[config.mk]
export PLATFORM = sky130hd
export DESIGN_NAME = cpts_front
export DESIGN_NICKNAME = d
export VERILOG_FILES = /design/src/sv/cpts_pkg.sv /design/src/sv/cpts_fifo.sv /design/src/sv/cpts_front.sv
export SDC_FILE = /design/constraint.sdc
export NUM_CORES = 1
export LEC_CHECK = 0
export BUFFER_PORTS_ARGS = -buffer_cell sky130_fd_sc_hd__buf_2
export CAP_MARGIN = 20
export CELL_PAD_IN_SITES_DETAIL_PLACEMENT = 2
export CELL_PAD_IN_SITES_GLOBAL_PLACEMENT = 2
export CORE_MARGIN = 5
export CORE_UTILIZATION = 33
export DETAILED_ROUTE_END_ITERATION = 10
export MAX_ROUTING_LAYER = met4
export PLACE_DENSITY = 0.85
export SYNTH_ARGS = -nofsm -noshare
export SYNTH_HDL_FRONTEND = slang
export SYNTH_SLANG_ARGS = --single-unit
[constraint.sdc]
create_clock -name clk -period 2.7 [get_ports clk]
set_input_delay 0.27 -clock clk [delete_from_list [all_inputs] [get_ports clk]]
set_output_delay 0.27 -clock clk [all_outputs]
set_load 0.02 [all_outputs]
[src/sv/cpts_pkg.sv]
// Shared types and constants for the clock page trim sweeper.
`timescale 1ns / 1ps
package cpts_pkg;

  localparam int TABLE_DEPTH = 1024;
  localparam int MAX_BATCH   = 64;
  localparam int FRAME_BITS  = 20;
  localparam int IDX_W       = $clog2(TABLE_DEPTH);
  localparam int CNT_W       = 7;
  localparam int LIM_W       = 11;
  localparam int THR_W       = 20;
  localparam int CFG_ADDR_W  = 3;
  localparam int CFG_DATA_W  = 20;
  // Standby threshold divisor is 8: a shift by three.
  localparam int WRITER_SHIFT = 3;

  // Item operation codes
  typedef enum logic [1:0] {
    ACT_MAP   = 2'd0,
    ACT_TOUCH = 2'd1,
    ACT_UNMAP = 2'd2,
    ACT_TRIM  = 2'd3
  } act_t;

  // Configuration register indexes
  localparam logic [CFG_ADDR_W-1:0] REG_AGING     = 3'd0;
  localparam logic [CFG_ADDR_W-1:0] REG_ENTRIES   = 3'd1;
  localparam logic [CFG_ADDR_W-1:0] REG_ATTEMPTS  = 3'd2;
  localparam logic [CFG_ADDR_W-1:0] REG_BATCH     = 3'd3;
  localparam logic [CFG_ADDR_W-1:0] REG_THRESHOLD = 3'd4;

  // Command from front to back
  typedef struct packed {
    act_t                  action;
    logic [IDX_W-1:0]      index;
    logic [FRAME_BITS-1:0] frame;
    logic                  writer;
  } cmd_t;

  // One result item
  typedef struct packed {
    logic                  found;
    logic [IDX_W-1:0]      victim_index;
    logic [FRAME_BITS-1:0] victim_frame;
    logic [CNT_W-1:0]      batch_count;
    logic                  start_writer;
    logic                  last;
  } result_t;

  // Table entry word
  typedef struct packed {
    logic                  valid;
    logic                  accessed;
    logic [FRAME_BITS-1:0] frame;
  } entry_t;

  // Settings handed to the sweeper
  typedef struct packed {
    logic             aging;
    logic [LIM_W-1:0] entries;
    logic [LIM_W-1:0] attempts;
    logic [CNT_W-1:0] batch;
  } sweep_cfg_t;

endpackage

[src/sv/cpts_fifo.sv]
// Small synchronous queue used between the parts of the sweeper.
`timescale 1ns / 1ps
module cpts_fifo #(
  parameter int  DEPTH = 2,
  parameter type T     = logic
) (
  input  logic clk,
  input  logic rst,
  input  logic wr_en,
  input  T     wr_data,
  output logic full,
  input  logic rd_en,
  output T     rd_data,
  output logic empty
);

  localparam int PTR_W = (DEPTH > 1) ? $clog2(DEPTH) : 1;
  localparam int CNT_W = $clog2(DEPTH + 1);

  T                 store [DEPTH];
  logic [PTR_W-1:0] wr_ptr;
  logic [PTR_W-1:0] rd_ptr;
  logic [CNT_W-1:0] fill;
  logic             do_wr;
  logic             do_rd;

  assign full    = (fill == CNT_W'(DEPTH));
  assign empty   = (fill == '0);
  assign do_wr   = wr_en && !full;
  assign do_rd   = rd_en && !empty;
  assign rd_data = store[rd_ptr];

  // Pointers and fill level
  always_ff @(posedge clk) begin
    if (rst) begin
      wr_ptr <= '0;
      rd_ptr <= '0;
      fill   <= '0;
    end else begin
      if (do_wr) begin
        wr_ptr <= (wr_ptr == PTR_W'(DEPTH - 1)) ? '0 : wr_ptr + 1'b1;
      end
      if (do_rd) begin
        rd_ptr <= (rd_ptr == PTR_W'(DEPTH - 1)) ? '0 : rd_ptr + 1'b1;
      end
      if (do_wr && !do_rd) begin
        fill <= fill + 1'b1;
      end else if (do_rd && !do_wr) begin
        fill <= fill - 1'b1;
      end
    end
  end

  // Payload storage
  always_ff @(posedge clk) begin
    if (do_wr) begin
      store[wr_ptr] <= wr_data;
    end
  end

endmodule

[src/sv/cpts_front.sv]
// Front end: accepts items, classifies them and queues commands.
`timescale 1ns / 1ps
module cpts_front
  import cpts_pkg::*;
(
  input  logic                  clk,
  input  logic                  rst,
  input  logic                  push,
  output logic                  full,
  input  logic [1:0]            action,
  input  logic [IDX_W-1:0]      entry_index,
  input  logic [FRAME_BITS-1:0] frame_number,
  input  logic [THR_W-1:0]      standby_count,
  input  logic [THR_W-1:0]      threshold,
  input  logic                  cmd_pop,
  output cmd_t                  cmd,
  output logic                  cmd_empty
);

  cmd_t in_cmd;

  // Writer flag is only meaningful for trims
  always_comb begin
    in_cmd.action = act_t'(action);
    in_cmd.index  = entry_index;
    in_cmd.frame  = frame_number;
    in_cmd.writer = (act_t'(action) == ACT_TRIM) &&
                    (standby_count < (threshold >> WRITER_SHIFT));
  end

  cpts_fifo #(.DEPTH(2), .T(cmd_t)) u_cmdq (
    .clk     (clk),
    .rst     (rst),
    .wr_en   (push),
    .wr_data (in_cmd),
    .full    (full),
    .rd_en   (cmd_pop),
    .rd_data (cmd),
    .empty   (cmd_empty)
  );

endmodule

==> impl_metrics.csv, run 1 <==
group,metric,value,unit
logic_synthesis,async_flop_share,0,
global_routing,grt_start_max_net_pins,26,
cts,clockRootBuffer,"clkbuf_8",
final_layout,nNetsFinal,396,
sta,max_freq,518.7,MHz
placed_design,hpwl,5.777,mm
critical_path,cpPeakStageDelay,570,ps
critical_path,r2r_slack,1000,ps
cts,post_cts_resize_count,0,
logic_synthesis,synthTopCellsByArea,"edfxtp_1, mux2_2, ha_1, dfxtp_1, inv_1",
drt,drc,0,
cts,cts_tree,"built",
final_layout,drive_gt1_frac,0.5325,
floorplanning,io-pin-count,111,
job,cap_violations,0,
sta,finalMaxSlewViolations,0,
final_layout,fillers,880,
sta,maxSlewHeadroom,0.7398,
final_layout,regArea,2083,um^2
cts,clkTransAtPathRegs,80,ps
hold_path,hold_path.class,"in2reg",
sta,min_period_over_period,0.7140,
sta,worstMarginPinSlew,390.2,ps
cts,clk_latency,330,ps
cts,clkSinkCount,71,
placed_design,gp_congestion,0.6803,
global_routing,overflow,0,
floorplanning,initial_utilization,0.3420,
placed_design,portBuffers,107,
global_routing,grt_util_met3,0.04462,
sta,rsz0062_at_grt,"false",
critical_path,critPathSlowestCell,"dfxtp_2",
global_routing,grt_pass1_vias,2252,
final_layout,multi_input_area,847.1,um^2
pwr,leakage,1.651,nW
drt,dr_total_vias,1971,
pwr,vdd_drop_max,0.0002309,V
drt,drtAntennaViolNets,0,
cts,cts_buffer_depth,2,
final_layout,antenna_cells,0,
floorplanning,rows,34,
sta,fin_crit,1928,ps
logic_synthesis,yosysTopAreaCellShare,0.6581,
floorplanning,die_h,105.5,um
hold_path,holdPathEnd,"u_cmdq.store[1][18]",
hold_path,whs_path_depth,1,
cts,post-cts-setup-buffers,0,
drt,wl_per_cell,17.65,um
cts,cts_inserted_buffers,9,
logic_synthesis,netlist_instances,186,
logic_synthesis,yosysTopAreaCell,"edfxtp_1",
global_routing,antenna_found_initial,0,
critical_path,required,2430,ps
pwr,total_power,3.258,mW
critical_path,crit_fanout,20,
logic_synthesis,synth_cell_types,24,
pwr,p_per_area,837.3,nW/um^2
logic_synthesis,ys.flop_type,"edfxtp_1",
global_routing,grt_pass1_wl,11.58,mm
global_routing,grt_use_met2,0.2459,
critical_path,rr_endpoint,"u_cmdq.fill[1]",
sta,skew,14.22,ps
floorplanning,core-area,8806,um^2
global_routing,busiest_layer,"met2",
final_layout,syn_to_final_growth,29.21,%
logic_synthesis,synthesis.area,3012,um^2
global_routing,grt.met1_usage,0.1451,
logic_synthesis,synth_common_cells,"edfxtp_1, mux2_2, inv_1",
floorplanning,die-area,11140,um^2
drt,via_per_inst,4.738,
placed_design,dp.cells,400,
cts,htreeDepth,3,
hold_path,hold_start,"frame_number[17]",
critical_path,ff2ff_path_depth,6,
logic_synthesis,synth_fp_nets,279,
global_routing,grt.total_usage,0.1374,
floorplanning,die_w,105.5,um
drt,finalWirelength,7.344,mm
drt,detail_route.first_pass.iterations,4,
critical_path,cp.arrival,1660,ps
logic_synthesis,synth-seq-cells,71,
drt,drt_iter0_drc,32,
logic_synthesis,synth-warning-count,0,
logic_synthesis,synth_edf_count,66,
critical_path,r2r_start,"u_cmdq.fill[0]",
run_status,run_status,"completed",
sta,fin_setup_tns,0,ps
final_layout,instances_no_fill,416,
critical_path,start_kind,"register",
cts,cts_hold_buf,0,
sta,hold_viol,0,
logic_synthesis,yosysMostFrequentCell,"edfxtp_1",
logic_synthesis,ys_seq_area_frac,0.6913,
logic_synthesis,avgSynthCellArea,16.19,um^2
critical_path,endpoint_kind,"output port",
sta,finalSetupViolCount,0,
critical_path,crit_type,"reg2out",
critical_path,cp_cell_sequence,"buf_12 > mux2_2 > buf_2",
per-layer routing:
layer / vias up / part of all wire
met5: - / 0
met4: 0 / 0.0082
met3: 10 / 0.077
met2: 78 / 0.52
met1: 955 / 0.40
li1: 928 / -
layout by cell type, fill, tap and decap left out:
master      instances
clkinv_4            1
clkbuf_8            9
o221ai_1            2
and4b_1             1
buf_12              2
a211o_1             1
nor2_1              7
inv_1              19
a31oi_1             1
a21oi_1             7
xor2_1              4
a211oi_2            1
edfxtp_1           66
a21o_1              1
dfxtp_2             1
or2b_1              1
and3_2              1
or3_1               2
clkinv_2            3
nand4_1             2
mux2_2             33
inv_6               1
o21ai_0             2
nor2_4              1
ha_1               17
dfxtp_1             4
nor3_2              1
clkinvlp_4          2
and3_1              1
buf_2             107
nand2b_1            1
buf_4               1
nand2_1             4
nand3_1             1
registers in the layout, summed over array words and instances (netlist names), named ones only:
signal,cells
u_cmdq.fill,2
u_cmdq.rd_ptr,1
u_cmdq.store,66
u_cmdq.wr_ptr,1
area by class of cell:
| class | count | share of cell area |
|---|---|---|
| clock inverters | 7 | 0.01222 |
| clock buffers | 9 | 0.03183 |
| multi-input cells | 92 | 0.2177 |
| well taps | 108 | 0.03473 |
| repair buffers | 110 | 0.1498 |
| flip-flops and latches | 71 | 0.5354 |
| inverters | 19 | 0.01833 |
stage by stage:
stage          cell area (um^2)  hold WS (ps)  utilization  setup WS [ps]
6_report                   3891         122.5       0.4419          772.3
3_5_place_dp               3720         464.2       0.4224          945.8
3_3_place_gp               3720         458.7       0.4224           1010
5_1_grt                    3891         103.7       0.4419          675.1
2_1_floorplan              3012         339.1            -          253.9
4_1_cts                    3891         103.6       0.4419          707.4
cell families after synthesis:
kind of cell             after synthesis  synth area share
AO/OA/AOI/OAI                         15           0.03241
XOR/XNOR                               4           0.01163
adder cells (fa/ha/maj)               17           0.07063
buffers and inverters                 23           0.03033
flip-flops                            71            0.6913
multiplexers                          33            0.1234
AND/OR/NAND/NOR                       23           0.04030
critical path: cells and delay by family, from the launching register on:
kind / cells / cell delay [ps]
muxes: 1 / 350
buffers and inverters: 2 / 400
DFF: 1 / 570
power breakdown:
group          switching, mW  internal [mW]
clock                  0.400          0.333
sequential            0.0905           1.41
combinational          0.594          0.431
total                   1.08           2.17
how the worst max path moves through the flow:
stage,from,cells after the start,end,slack [ps]
finish,register,3,cmd[16],770
global route,register,3,cmd[17],680
global placement,threshold[8],7,u_cmdq.store[0][0],1010
CTS,register,3,cmd[16],710
floorplan,u_cmdq.fill[0],3,u_cmdq.store[0][0],250
detailed placement,standby_count[2],6,u_cmdq.store[1][0],950
No activity file was read; power rests on OpenSTA's default activity.
==> run 2, diff against run 1 <==
- CORE_UTILIZATION: 33 -> 29
- PLACE_DENSITY: 0.85 -> 0.79
- clock period: 2.7 -> 1.6 ns (I/O delays scaled with it)
==> impl_metrics.csv, run 2 (synthesized netlist as in run 1, its figures left out) <==
group,metric,value,unit
run_status,run_status,"completed",
floorplanning,initial_utilization,0.2944,
pwr,vdd_drop_max,0.0004475,V
final_layout,largest-register,"u_cmdq.store",
critical_path,r2r_slack,80,ps
critical_path,required,1440,ps
floorplanning,die-area,12520,um^2
cts,htreeDepth,3,
critical_path,critPathSlowestCell,"dfxtp_4",
final_layout,fillers,1074,
global_routing,grt.total_usage,0.1257,
placed_design,place_area,3817,um^2
critical_path,crit_fanout,9,
sta,worst_hold_slack,27.28,ps
critical_path,path_delay_family,"flip-flops",
global_routing,grt_start_max_net_pins,23,
critical_path,endpoint_kind,"output port",
drt,via_per_inst,4.405,
sta,fin_crit,1580,ps
drt,wl_per_cell,16.47,um
drt,finalWirelength,7.841,mm
cts,clockRootBuffer,"clkbuf_8",
sta,finalSetupViolCount,0,
final_layout,largest_register_ffs,66,
placed_design,hpwl,5.860,mm
global_routing,grt_pass1_wl,11.94,mm
cts,clkTransAtPathRegs,70,ps
final_layout,stdcell_area,4363,um^2
drt,dr_total_vias,2097,
global_routing,grt_pass1_vias,2501,
final_layout,final_common_cell,"buf_2",
floorplanning,rows,37,
final_layout,drive_gt1_frac,0.5059,
sta,min_period_over_period,0.9877,
critical_path,ff2ff_path_depth,6,
critical_path,cp_cell_sequence,"clkbuf_16 > mux2_2 > buf_2",
drt,detail_route.first_pass.iterations,3,
placed_design,dp.cells,433,
cts,clk_latency,340,ps
floorplanning,die_w,111.9,um
cts,cts_tree,"built",
global_routing,antenna_found_initial,0,
hold_path,hold_start,"entry_index[8]",
hold_path,hold_path.class,"in2reg",
floorplanning,die_h,111.9,um
sta,rsz0062_at_grt,"true",
critical_path,endpoint,"cmd[11]",
critical_path,cp.arrival,1420,ps
cts,cts_inserted_buffers,9,
cts,cts_buffer_depth,2,
sta,maxSlewHeadroom,0.8236,
critical_path,cp.depth,3,
critical_path,rr_endpoint,"u_cmdq.fill[1]",
sta,finalMaxSlewViolations,0,
final_layout,reg_top3,"u_cmdq.store x66, u_cmdq.fill x2",
pwr,p_per_area,1367,nW/um^2
critical_path,start_kind,"register",
final_layout,multi_input_area,862.1,um^2
global_routing,overflow,0,
final_layout,regArea,2088,um^2
critical_path,cp_num_buf_inv,2,
sta,max_freq,632.8,MHz
final_layout,syn_to_final_growth,44.87,%
floorplanning,core-area,10230,um^2
final_layout,layout_common_cells,"buf_2, edfxtp_1, mux2_2",
drt,drt_iter0_drc,54,
cts,clkSinkCount,71,
job,cap_violations,0,
sta,skew,10.25,ps
placed_design,gp_congestion,0.7064,
final_layout,instances_no_fill,476,
critical_path,r2r_start,"u_cmdq.fill[0]",
sta,worstMarginPinSlew,261.9,ps
drt,drtAntennaViolNets,0,
final_layout,nNetsFinal,429,
final_layout,antenna_cells,0,
pwr,leakage,1.837,nW
final_layout,final_util,0.4264,
critical_path,crit_type,"reg2out",
drt,drc,0,
critical_path,cpPeakStageDelay,410,ps
placed_design,portBuffers,107,
floorplanning,io-pin-count,111,
sta,hold_viol,0,
[run 2: cell types whose count changed in the layout (fill, tap and decap cells not counted), moves of 5 or more]
| cell | before | now |
|---|---|---|
| buf_2 | 107 | 99 |
| buf_4 | 1 | 6 |
| buf_6 | 0 | 7 |
| dlygate4sd3_1 | 0 | 26 |
[run 2: per-stage QoR]
step / TNS [ps] / total power, mW / setup WS (ps)
3_5_place_dp: -67.51 / 4.437 / -33.76
3_3_place_gp: -10.26 / 4.362 / -5.128
4_1_cts: 0 / 5.885 / 2.356
5_1_grt: -503.2 / 6.304 / -40.83
2_1_floorplan: 0 / 3.654 / 42.28
6_report: 0 / 5.963 / 19.75
[run 2: power by group]
group | switching [mW] | internal (mW)
registers | 0.130 | 2.39
logic | 1.09 | 0.992
clock network | 0.664 | 0.705
total | 1.88 | 4.08
[run 2: worst min path at each step]
stage,end,cells past startpoint,slack (ps)
final,u_cmdq.store[1][29],1,30
after global routing,u_cmdq.store[1][17],1,0.2
after floorplan,u_cmdq.fill[1],1,230
after global placement,u_cmdq.store[0][5],1,350
after CTS,u_cmdq.store[1][24],1,0.2
after detailed placement,u_cmdq.store[1][7],1,350
[run 2: layer usage]
layer | up-vias | share of wire | track usage
met2 | 82 | 0.56 | 0.2306
met3 | 8 | 0.060 | 0.03750
met4 | 0 | 0.011 | 0.04380
met1 | 1018 | 0.37 | 0.1261
met5 | - | 0 | -
li1 | 989 | - | -
[run 2: repair_timing]
item                                    4_1_cts  5_1_grt
buffers inserted                              1        0
endpoints found under the setup margin       29       17
hold endpoints to repair                     31       16
cloned                                        0        1
gates resized for setup                       3       18
hold buffers                                 17        9
[run 2: worst reg2reg max path, delay by kind of cell (launching register included)]
family | cells | cell delay [ps]
AND/OR/NAND/NOR | 3 | 580
AO/OA/AOI/OAI | 1 | 160
adder cells (fa/ha/maj) | 1 | 310
buffers and inverters | 1 | 50
flip-flops | 1 | 350
[run 2: layout make-up]
| type | count | share of cell area |
|---|---|---|
| inverters | 19 | 0.01635 |
| well taps | 136 | 0.03900 |
| repair buffers | 143 | 0.2257 |
| flip-flops and latches | 71 | 0.4786 |
| multi-input cells | 92 | 0.1976 |
| clock buffers | 9 | 0.02839 |
| clock inverters | 6 | 0.01434 |
