`src/sv/cpts_fifo.sv`:
```
// Small synchronous queue used between the parts of the sweeper.
`timescale 1ns / 1ps
module cpts_fifo #(
  parameter int  DEPTH = 2,
  parameter type T     = logic
) (
  input  logic clk,
  input  logic rst,
  input  logic wr_en,
  input  T     wr_data,
  output logic full,
  input  logic rd_en,
  output T     rd_data,
  output logic empty
);

  localparam int PTR_W = (DEPTH > 1) ? $clog2(DEPTH) : 1;
  localparam int CNT_W = $clog2(DEPTH + 1);

  T                 store [DEPTH];
  logic [PTR_W-1:0] wr_ptr;
  logic [PTR_W-1:0] rd_ptr;
  logic [CNT_W-1:0] fill;
  logic             do_wr;
  logic             do_rd;

  assign full    = (fill == CNT_W'(DEPTH));
  assign empty   = (fill == '0);
  assign do_wr   = wr_en && !full;
  assign do_rd   = rd_en && !empty;
  assign rd_data = store[rd_ptr];

  // Pointers and fill level
  always_ff @(posedge clk) begin
    if (rst) begin
      wr_ptr <= '0;
      rd_ptr <= '0;
      fill   <= '0;
    end else begin
      if (do_wr) begin
        wr_ptr <= (wr_ptr == PTR_W'(DEPTH - 1)) ? '0 : wr_ptr + 1'b1;
      end
      if (do_rd) begin
        rd_ptr <= (rd_ptr == PTR_W'(DEPTH - 1)) ? '0 : rd_ptr + 1'b1;
      end
      if (do_wr && !do_rd) begin
        fill <= fill + 1'b1;
      end else if (do_rd && !do_wr) begin
        fill <= fill - 1'b1;
      end
    end
  end

  // Payload storage
  always_ff @(posedge clk) begin
    if (do_wr) begin
      store[wr_ptr] <= wr_data;
    end
  end

endmodule

```
`config.mk`:
```
export PLATFORM = sky130hd
export DESIGN_NAME = cpts_fifo
export DESIGN_NICKNAME = d
export VERILOG_FILES = /design/src/sv/cpts_fifo.sv
export SDC_FILE = /design/constraint.sdc
export NUM_CORES = 1
export LEC_CHECK = 0
export CAP_MARGIN = 10
export CORE_AREA = 2 2 39 41
export CTS_CLUSTER_SIZE = 20
export DETAILED_ROUTE_END_ITERATION = 8
export DIE_AREA = 0 0 41 43
export DONT_BUFFER_PORTS = 1
export HOLD_SLACK_MARGIN = 0.15
export SETUP_SLACK_MARGIN = 0.02
export SLEW_MARGIN = 20
export SYNTH_ARGS = -nofsm -noshare
export SYNTH_HDL_FRONTEND = slang
export SYNTH_SLANG_ARGS = --single-unit
export TNS_END_PERCENT = 1
```
`constraint.sdc`:
```
create_clock -name clk -period 1.9 [get_ports clk]
set_input_delay 0.285 -clock clk [delete_from_list [all_inputs] [get_ports clk]]
set_output_delay 0.285 -clock clk [all_outputs]
set_load 0.02 [all_outputs]
```
==> results of run 1 <==
==> power groups by stage <==
stage / clock [W] / sequential (W) / combinational [W]
global route: 0.000152 / 0.000240 / 0.000236
global placement: 0 / 0.000236 / 0.000198
finish: 0.000135 / 0.000234 / 0.000207
detailed placement: 0 / 0.000235 / 0.000200
CTS: 0.000141 / 0.000233 / 0.000208
floorplan: 0 / 0.000228 / 0.000169
==> metal layers <==
layer | global-route usage, % | up-vias
met4 | 6.00 | 0
li1 | - | 108
met1 | 9.48 | 98
met3 | 6.81 | 2
met2 | 9.69 | 8
met5 | 0 | -
==> layout make-up <==
cell class / instances / area share (%)
Multi-Input combinational cell: 19 / 33.4
Inverter: 2 / 2.07
Clock buffer: 4 / 7.24
Tap cell: 16 / 5.52
Sequential cell: 7 / 44.1
Timing Repair Buffer: 3 / 7.59
==> critical path: cells and delay by family, from the launching register on <==
family / cells / cell delay, ns
simple gates: 1 / 0.35
compound gates: 2 / 0.42
fa+ha+maj: 1 / 0.32
flops: 1 / 0.36
==> cells by family after synthesis <==
family,after synthesis,share of synthesized area [%]
compound gates,5,8.66
xor+xnor,3,9.09
fa+ha+maj,1,4.33
buf+inv,2,2.60
flops,7,55.4
mux,1,3.90
simple gates,9,16.0
==> how the worst max path moves through the flow <==
stage / to / slack, ns / cells past startpoint / start
floorplan: fill[1] / 0.34 / 5 / fill[1]
global placement: fill[1] / 0.42 / 4 / fill[0]
detailed placement: fill[1] / 0.39 / 4 / fill[0]
CTS: fill[1] / 0.37 / 4 / fill[0]
global route: fill[1] / 0.27 / 4 / fill[0]
finish: fill[1] / 0.38 / 4 / fill[0]
==> cells in the final DEF (no fill, tap or decap), drive strengths merged, types with 2 or more instances in the layout <==
| cell type | instances |
|---|---|
| nor2 | 5 |
| dfxtp | 5 |
| clkbuf | 4 |
| o21ai | 3 |
| xor2 | 3 |
| inv | 2 |
| or3 | 2 |
| a21oi | 2 |
| dlygate4sd3 | 2 |
| edfxtp | 2 |
==> stage by stage <==
step	utilization, %	worst slack [ns]	total power, W
floorplan	-	0.336	0.000397
global placement	22.9	0.420	0.000434
detailed placement	22.9	0.385	0.000436
CTS	26.2	0.368	0.000583
global route	26.2	0.269	0.000628
finish	26.2	0.381	0.000575
==> repair_timing <==
item | 4_1_cts | 5_1_grt
resized for setup | 0 | 0
hold buffers | 2 | 0
hold endpoints to repair | 7 | 0
setup buffers | 0 | 0
endpoints found under the setup margin | 0 | 0
==> results.yml, run 1 <==
min_path:
  hold_path_class: "primary input to register"
  min_from: "wr_en"
  whs_path_depth: 3
  hold_end: "wr_ptr"
drt:
  vias: 216
  firstDrtPassIters: 2
  wl_per_cell_um: 9.61
  detail-route-antenna-nets: 0
  highest_layer: "met4"
  viasPerCell: 4.24
  drcViolationCount: 0
  met1Wirelength_um: 205
  routed_wl_um: 490
  drt_iter0_drc: 1
  wl_met3_um: 49
  dr_wl_met2_um: 221
grt:
  overflow: 0
  grt_pass1_vias: 231
  grt_max_degree: 6
  grtUsageTotal_pct: 8.27
  grt_pass1_wl_um: 903
  grt_antenna_before_repair: 0
timing:
  timing.final.crit_share_pct: 80.0
  setup_tns_ns: 0
  max_freq_mhz: 658
  worst_slew_pin_slew_ns: 0.384
  hold_viol: 0
  whs_ns: 0.338
  slew_headroom_pct: 74.3
  finalCriticalPeriod_ns: 1.52
  grt_setup_unrepaired: "false"
  setup_viol: 0
  finClkSkew_ns: 0.00200
  drv_slew: 0
yosys:
  synth_common_cells: "dfxtp_1 (5), nor2_1 (5), o21ai_0 (3), xor2_1 (3)"
  syn_nets: 34
  yosys_warnings: 0
  synth_area_per_cell_sq_um: 10.3
  synth_seq_cells: 7
  async_flop_share_pct: 0
  ys_seq_area_share_pct: 55.4
  synth_ff_type: "dfxtp_1"
  netlist_top_cells_area: "dfxtp_1 (35%), edfxtp_1 (21%), xor2_1 (9.1%), nor2_1 (6.5%), o21ai_0 (5.2%)"
  netlist_area_sq_um: 289
  synth_cell_types: 12
  synth_edf_count: 2
  synth_cells: 28
  synth.largest_area_cell: "dfxtp_1"
  synth_top_area_share_pct: 34.6
setup_path:
  worstReg2RegEnd: "fill[1]"
  startpoint_type: "register"
  ff2ff_path_depth: 4
  arrival_ns: 1.70
  worstPathRequired_ns: 2.08
  max_stage_delay_ns: 0.36
  critPathKind: "register to register"
  reg2reg_slack_ns: 0.38
  r2r_start: "fill[0]"
  critPathCaptureType: "register"
  cp_max_fo: 5
  critPathSlowestCell: "dfxtp_1"
  path_cells: "o21ai_0 -> ha_1 -> or3_1 -> a21oi_1"
cts:
  cts.sinks: 7
  cts-root-buf: "clkbuf_4"
  h-tree-depth: 1
  clock_path_buffers: 2
  cts_tree: "yes"
  cts_buffers: 3
  cts.clk_slew.worst_paths_ns: 0.05
  clk_latency_ns: 0.25
floorplan:
  core-area_sq_mm: 0.00138
  die_w_um: 41
  rows: 14
  start_util_pct: 20.9
  dieArea_sq_mm: 0.00176
  die_h_um: 43
  pin_count: 8
power_and_ir_drop:
  switching_power_w: 0.000208
  p_sw_share_pct: 36.2
  intPower_w: 0.000367
  pwr-share-comb_pct: 35.9
  clockPowerShare_pct: 23.4
  pwr-share-seq_pct: 40.6
  power.density_mw_per_mm2: 1590
  irDropWorstVdd_v: 0.000548
  leakage_nw: 0.152
final_layout:
  multi_input_area_sq_um: 121
  final_cells: 51
  diodes: 0
  postLayoutCellArea_sq_um: 363
  syn2layout_area_growth_pct: 25.5
  ff_latch_area_sq_um: 160
  layout-drive-gt1-share_pct: 17.1
  n_fill_cell: 145
  nNetsFinal: 42
job:
  max_cap_viol_count: 0
placed_design:
  dp_hpwl_um: 352
  globalplace.congestion: 0.653
  numPortBuffers: 0
  dpl_cell_area_sq_um: 317
  numPlacedInstances: 45
run_status:
  outcome: "finished clean"
(Power assumes the default switching activity.)
==> inputs of run 2 (changes only) <==
==> constraint.sdc (replaced) <==
create_clock -name clk -period 1.55 [get_ports clk]
set_input_delay 0.2325 -clock clk [delete_from_list [all_inputs] [get_ports clk]]
set_output_delay 0.2325 -clock clk [all_outputs]
set_load 0.02 [all_outputs]
==> run 2 against run 1 <==
- combinational power grew 43%
- routed wire length grew 5.5%
- die area is the same
- clock skew is essentially flat
- clock-buffer cell count is the same
- worst hold slack lost 0.042 ns
- core utilization grew 1.5 points
- total power grew 29%
- maximum frequency grew 6.2%
- critical path depth is the same
- flip-flop and latch count is the same
- sequential share of layout area shrank 2.1 points
- critical endpoint unchanged
- largest cell class unchanged
==> results.yml, run 2 (synthesis gave the netlist of run 1 again) <==
cts:
  h-tree-depth: 1
  cts_setup_buffers: 0
  cts.clk_slew.worst_paths_ns: 0.05
  cts_buffers: 3
  cts-root-buf: "clkbuf_4"
  clk_latency_ns: 0.25
  clock_path_buffers: 2
  cts_tree: "yes"
  cts.sinks: 7
final_layout:
  final_util_pct: 27.8
  nNetsFinal: 44
  layout_commonest_cell: "nor2_1"
  layout_common_cells: "nor2_1 (5), dfxtp_1 (4)"
  diodes: 0
  syn2layout_area_growth_pct: 32.9
  layout-drive-gt1-share_pct: 24.3
  n_fill_cell: 151
  ff_latch_area_sq_um: 161
  multi_input_area_sq_um: 126
grt:
  grt_pass1_vias: 234
  grtUsageTotal_pct: 8.59
  grt_antenna_before_repair: 0
  overflow: 0
  grt_pass1_wl_um: 945
  grt_max_degree: 6
timing:
  max_freq_mhz: 699
  finClkSkew_ns: 0.00189
  drv_slew: 0
  setup_viol: 0
  setup_tns_ns: 0
  worst_slew_pin_slew_ns: 0.371
  timing.final.crit_share_pct: 92.3
  hold_viol: 0
  grt_setup_unrepaired: "false"
  slew_headroom_pct: 75.2
  finalCriticalPeriod_ns: 1.43
floorplan:
  rows: 14
  die_w_um: 41
  dieArea_sq_mm: 0.00176
  pin_count: 8
  core-area_sq_mm: 0.00138
  die_h_um: 43
  start_util_pct: 20.9
drt:
  wl_per_cell_um: 9.75
  vias: 214
  routed_wl_um: 517
  drcViolationCount: 0
  viasPerCell: 4.04
  firstDrtPassIters: 2
  drt_iter0_drc: 2
  detail-route-antenna-nets: 0
setup_path:
  path_buf_inv: 0
  critPathTopFamily: "flip-flops"
  critPathKind: "register to register"
  critPathCaptureType: "register"
  arrival_ns: 1.60
  cp_max_fo: 3
  worstPathRequired_ns: 1.72
  path_cells: "o21ai_0 -> ha_1 -> or3_1 -> a21oi_1"
  critPathSlowestCell: "dfxtp_1"
  cp.depth: 4
  startpoint_type: "register"
  max_stage_delay_ns: 0.39
  ff2ff_path_depth: 4
power_and_ir_drop:
  leakage_nw: 0.163
  power.density_mw_per_mm2: 1940
  irDropWorstVdd_v: 0.000774
min_path:
  whs_path_depth: 3
  hold_path_class: "primary input to register"
placed_design:
  numPortBuffers: 0
  dp_hpwl_um: 377
  globalplace.congestion: 0.670
job:
  max_cap_viol_count: 0
run_status:
  outcome: "finished clean"
run 2: power by group:
part / leakage (nW) / total, W / switching, W / internal [W]
Sequential: 0.0604 / 0.000286 / 0.0000379 / 0.000248
Clock: 0.0150 / 0.000163 / 0.0000649 / 0.0000981
Combinational: 0.0877 / 0.000295 / 0.000159 / 0.000137
Total: 0.163 / 0.000744 / 0.000261 / 0.000483
run 2: through the flow:
| stage | hold slack [ns] | setup slack [ns] | instances | cell area [sq um] | power [W] |
|---|---|---|---|---|---|
| 6_report | 0.295 | 0.119 | 53 | 384 | 0.000744 |
| 2_1_floorplan | 0.302 | 0.0736 | 28 | 294 | 0.000499 |
| 5_1_grt | 0.347 | 0.0500 | 53 | 384 | 0.000810 |
| 4_1_cts | 0.293 | 0.0725 | 53 | 383 | 0.000754 |
| 3_3_place_gp | 0.304 | 0.122 | 47 | 337 | 0.000569 |
| 3_5_place_dp | 0.306 | 0.0769 | 47 | 337 | 0.000577 |
run 2: worst paths after layout:
path / startpoint / to / slack (ns)
worst max-delay path: fill[0] / fill[1] / 0.12
worst min-delay path: wr_en / wr_ptr / 0.30
worst max register to register: fill[0] / fill[1] / 0.12
worst min register to register: wr_ptr / wr_ptr / 0.50
run 2: cell type report:
| type | count | area share [%] |
|---|---|---|
| inverter | 2 | 1.95 |
| multi-input combinational | 19 | 32.9 |
| clock buffer | 4 | 6.84 |
| timing repair buffer | 5 | 11.1 |
| sequential | 7 | 42.0 |
| tap | 16 | 5.21 |
run 2: what timing repair did:
item | in CTS | in global routing
hold endpoints to repair | 7 | 0
resized for setup | 0 | 1
hold buffers | 2 | 0
setup endpoints to repair | 0 | 1
run 2: per-layer routing:
layer | global-route usage (%) | vias to the layer above | wire length [um]
met3 | 10.5 | 2 | 76
met2 | 11.3 | 9 | 230
met4 | 2.00 | 0 | 4
met5 | 0 | - | 0
met1 | 8.52 | 91 | 206
li1 | - | 112 | -
run 2: tightest hold or removal path: cells and delay by family:
family / cells / cell delay, ns
AND/OR/NAND/NOR: 1 / 0.13
AO/OA/AOI/OAI: 1 / 0.06
buffers and inverters: 1 / 0.07
==> inputs of run 3 (changes only) <==
--- a/config.mk
+++ b/config.mk
@@ -5,6 +5,7 @@
 export SDC_FILE = /design/constraint.sdc
 export NUM_CORES = 1
 export LEC_CHECK = 0
+export ABC_AREA = 1
 export CAP_MARGIN = 10
 export CORE_AREA = 2 2 39 41
 export CTS_CLUSTER_SIZE = 20
==> run 3 against run 2 <==
- global-route usage barely moved
- synthesized cell count rose by 43%
- register-to-register slack improved by 0.06 ns
- via count rose by 16%
- worst hold slack got worse by 0.12 ns
- final area fell by 0.65%
- clock skew rose by 0.0017 ns
- critical path type unchanged
- largest power group is now registers
==> results.yml, run 3 <==
power_and_ir_drop:
  irDropWorstVdd_v: 0.000640
  power.density_mw_per_mm2: 1920
  p_total_w: 0.000732
  leakage_nw: 0.168
grt:
  grt-busiest-layer: "met2"
  grtUsageMet1_pct: 7.42
  grtUsageTotal_pct: 8.54
  grt_pass1_vias: 236
  grt_max_degree: 7
  use_met2_pct: 11.9
  grt_pass1_wl_um: 876
  overflow: 0
  grt_antenna_before_repair: 0
  grtUsageMet3_pct: 6.28
timing:
  setup_viol: 0
  worst_slew_pin_slew_ns: 0.374
  finClkSkew_ns: 0.00357
  grt_setup_unrepaired: "false"
  setup_tns_ns: 0
  max_freq_mhz: 730
  timing.final.crit_share_pct: 88.3
  whs_ns: 0.177
  slew_headroom_pct: 75.0
  finalCriticalPeriod_ns: 1.37
  hold_viol: 0
  drv_slew: 0
setup_path:
  startpoint: "fill[1]"
  path_cells: "inv_2 -> o21ai_2 -> inv_2 -> ha_1 -> inv_1 -> nand3_1 -> nand2_1 -> inv_1 -> nor2_1"
  worstPathRequired_ns: 1.73
  startpoint_type: "register"
  cp_max_fo: 4
  critPathCaptureType: "register"
  critPathSlowestCell: "dfxtp_2"
  worstReg2RegEnd: "fill[1]"
  r2r_start: "fill[1]"
  critPathKind: "register to register"
  critPathTopFamily: "flip-flops"
  ff2ff_path_depth: 9
  arrival_ns: 1.55
  max_stage_delay_ns: 0.37
  reg2reg_slack_ns: 0.18
  path_buf_inv: 4
drt:
  drt_iter0_drc: 3
  drcViolationCount: 0
  vias: 248
  wl_per_cell_um: 9.38
  firstDrtPassIters: 2
  detail-route-antenna-nets: 0
  routed_wl_um: 572
  viasPerCell: 4.07
final_layout:
  nNetsFinal: 52
  layout_commonest_cell: "nor2_1"
  layout_common_cells: "nor2_1 (9), inv_1 (6), dfxtp_1 (4)"
  syn2layout_area_growth_pct: 17.8
  layout-drive-gt1-share_pct: 24.4
  diodes: 0
  n_fill_cell: 150
yosys:
  netlist_top_cells_area: "dfxtp_1 (31%), edfxtp_1 (19%), nor2_1 (10%), inv_1 (6.9%), o21ai_2 (5.4%)"
  yosysMostFrequentCell: "nor2_1"
  synth_ff_type: "dfxtp_1"
  netlist_area_sq_um: 324
  ys_seq_area_share_pct: 49.4
  syn_nets: 46
  synth.largest_area_cell: "dfxtp_1"
  synth_cells: 40
  async_flop_share_pct: 0
  synth_top_area_share_pct: 30.9
  synth_cell_types: 16
  yosys_warnings: 0
  synth_edf_count: 2
  synth_seq_cells: 7
  synth_area_per_cell_sq_um: 8.10
  synth_common_cells: "nor2_1 (9), inv_1 (6), dfxtp_1 (5)"
min_path:
  hold_path_class: "primary input to register"
  min_from: "rst"
  hold_end: "fill[1]"
  whs_path_depth: 3
cts:
  clk_latency_ns: 0.25
  cts.sinks: 7
  clock_path_buffers: 2
  cts.clk_slew.worst_paths_ns: 0.05
  cts_buffers: 3
  cts-root-buf: "clkbuf_4"
  h-tree-depth: 1
  cts_tree: "yes"
placed_design:
  numPortBuffers: 0
  dp_hpwl_um: 444
  globalplace.congestion: 0.753
floorplan:
  dieArea_sq_mm: 0.00176
  die_w_um: 41
  core-area_sq_mm: 0.00138
  pin_count: 8
  start_util_pct: 23.4
  rows: 14
  die_h_um: 43
run_status:
  outcome: "finished clean"
job:
  max_cap_viol_count: 0
## run 3: changes by cell type after synthesis, moves of 2 or more
cell,before,now
inv_1,2,6
nor2_1,5,9
inv_2,0,3
nand2_1,0,3
xor2_1,3,0
o21ai_2,0,2
or3_1,2,0
## run 3: per-layer routing
layer  routed length (um)  share of wire, %
met1                  229                40
met2                  311                54
met3                   31               5.4
met4                    0                 0
met5                    0                 0
## run 3: cells by family (layout without fill, tap and decap cells)
logic type	count (synthesis)	count (layout)	synth area share (%)
flip-flops	7	7	49.4
buffers and inverters	9	14	10.4
AO/OA/AOI/OAI	6	6	11.6
multiplexers	1	1	3.47
AND/OR/NAND/NOR	16	16	21.2
adder cells (fa/ha/maj)	1	1	3.86
## run 3: layout make-up
cell class	instances	area (sq um)	area share (%)
Clock buffer	4	26.3	6.89
Inverter	9	33.8	8.85
Multi-Input combinational cell	24	130	34.1
Sequential cell	7	161	42.3
Tap cell	16	20.0	5.25
Timing Repair Buffer	1	10.0	2.62
## run 3: metrics by stage
| stage | worst slack (ns) | util (%) | instance area, sq um | std cells |
|---|---|---|---|---|
| floorplan | 0.263 | - | 324 | 40 |
| detailed placement | 0.129 | 24.9 | 344 | 56 |
| finish | 0.181 | 27.6 | 382 | 61 |
| global route | 0.0771 | 27.6 | 382 | 61 |
| CTS | 0.127 | 27.5 | 380 | 61 |
| global placement | 0.154 | 24.9 | 344 | 56 |
## run 3: report_power, final
part | switching, W | internal, W
clock | 0.0000651 | 0.0000981
combinational | 0.000180 | 0.0000947
sequential | 0.0000486 | 0.000245
total | 0.000294 | 0.000438
## run 3: timing repair
action,CTS,global route
setup endpoints to repair,0,1
gates resized for setup,0,1
buffers inserted,0,0
hold buffers,1,0
endpoints found under the hold margin,2,0
## run 3: how the worst max path moves through the flow
stage | end | slack [ns] | cells past startpoint
2_1_floorplan | fill[1] | 0.26 | 9
5_1_grt | fill[1] | 0.08 | 9
4_1_cts | fill[1] | 0.13 | 9
3_5_place_dp | fill[1] | 0.13 | 9
3_3_place_gp | fill[1] | 0.15 | 9
6_report | fill[1] | 0.18 | 9
## run 3: tightest hold or removal path, cell delays in order
cell and delay [ns]:
inv_1 0.05, nand2_1 0.07, nor2_1 0.03
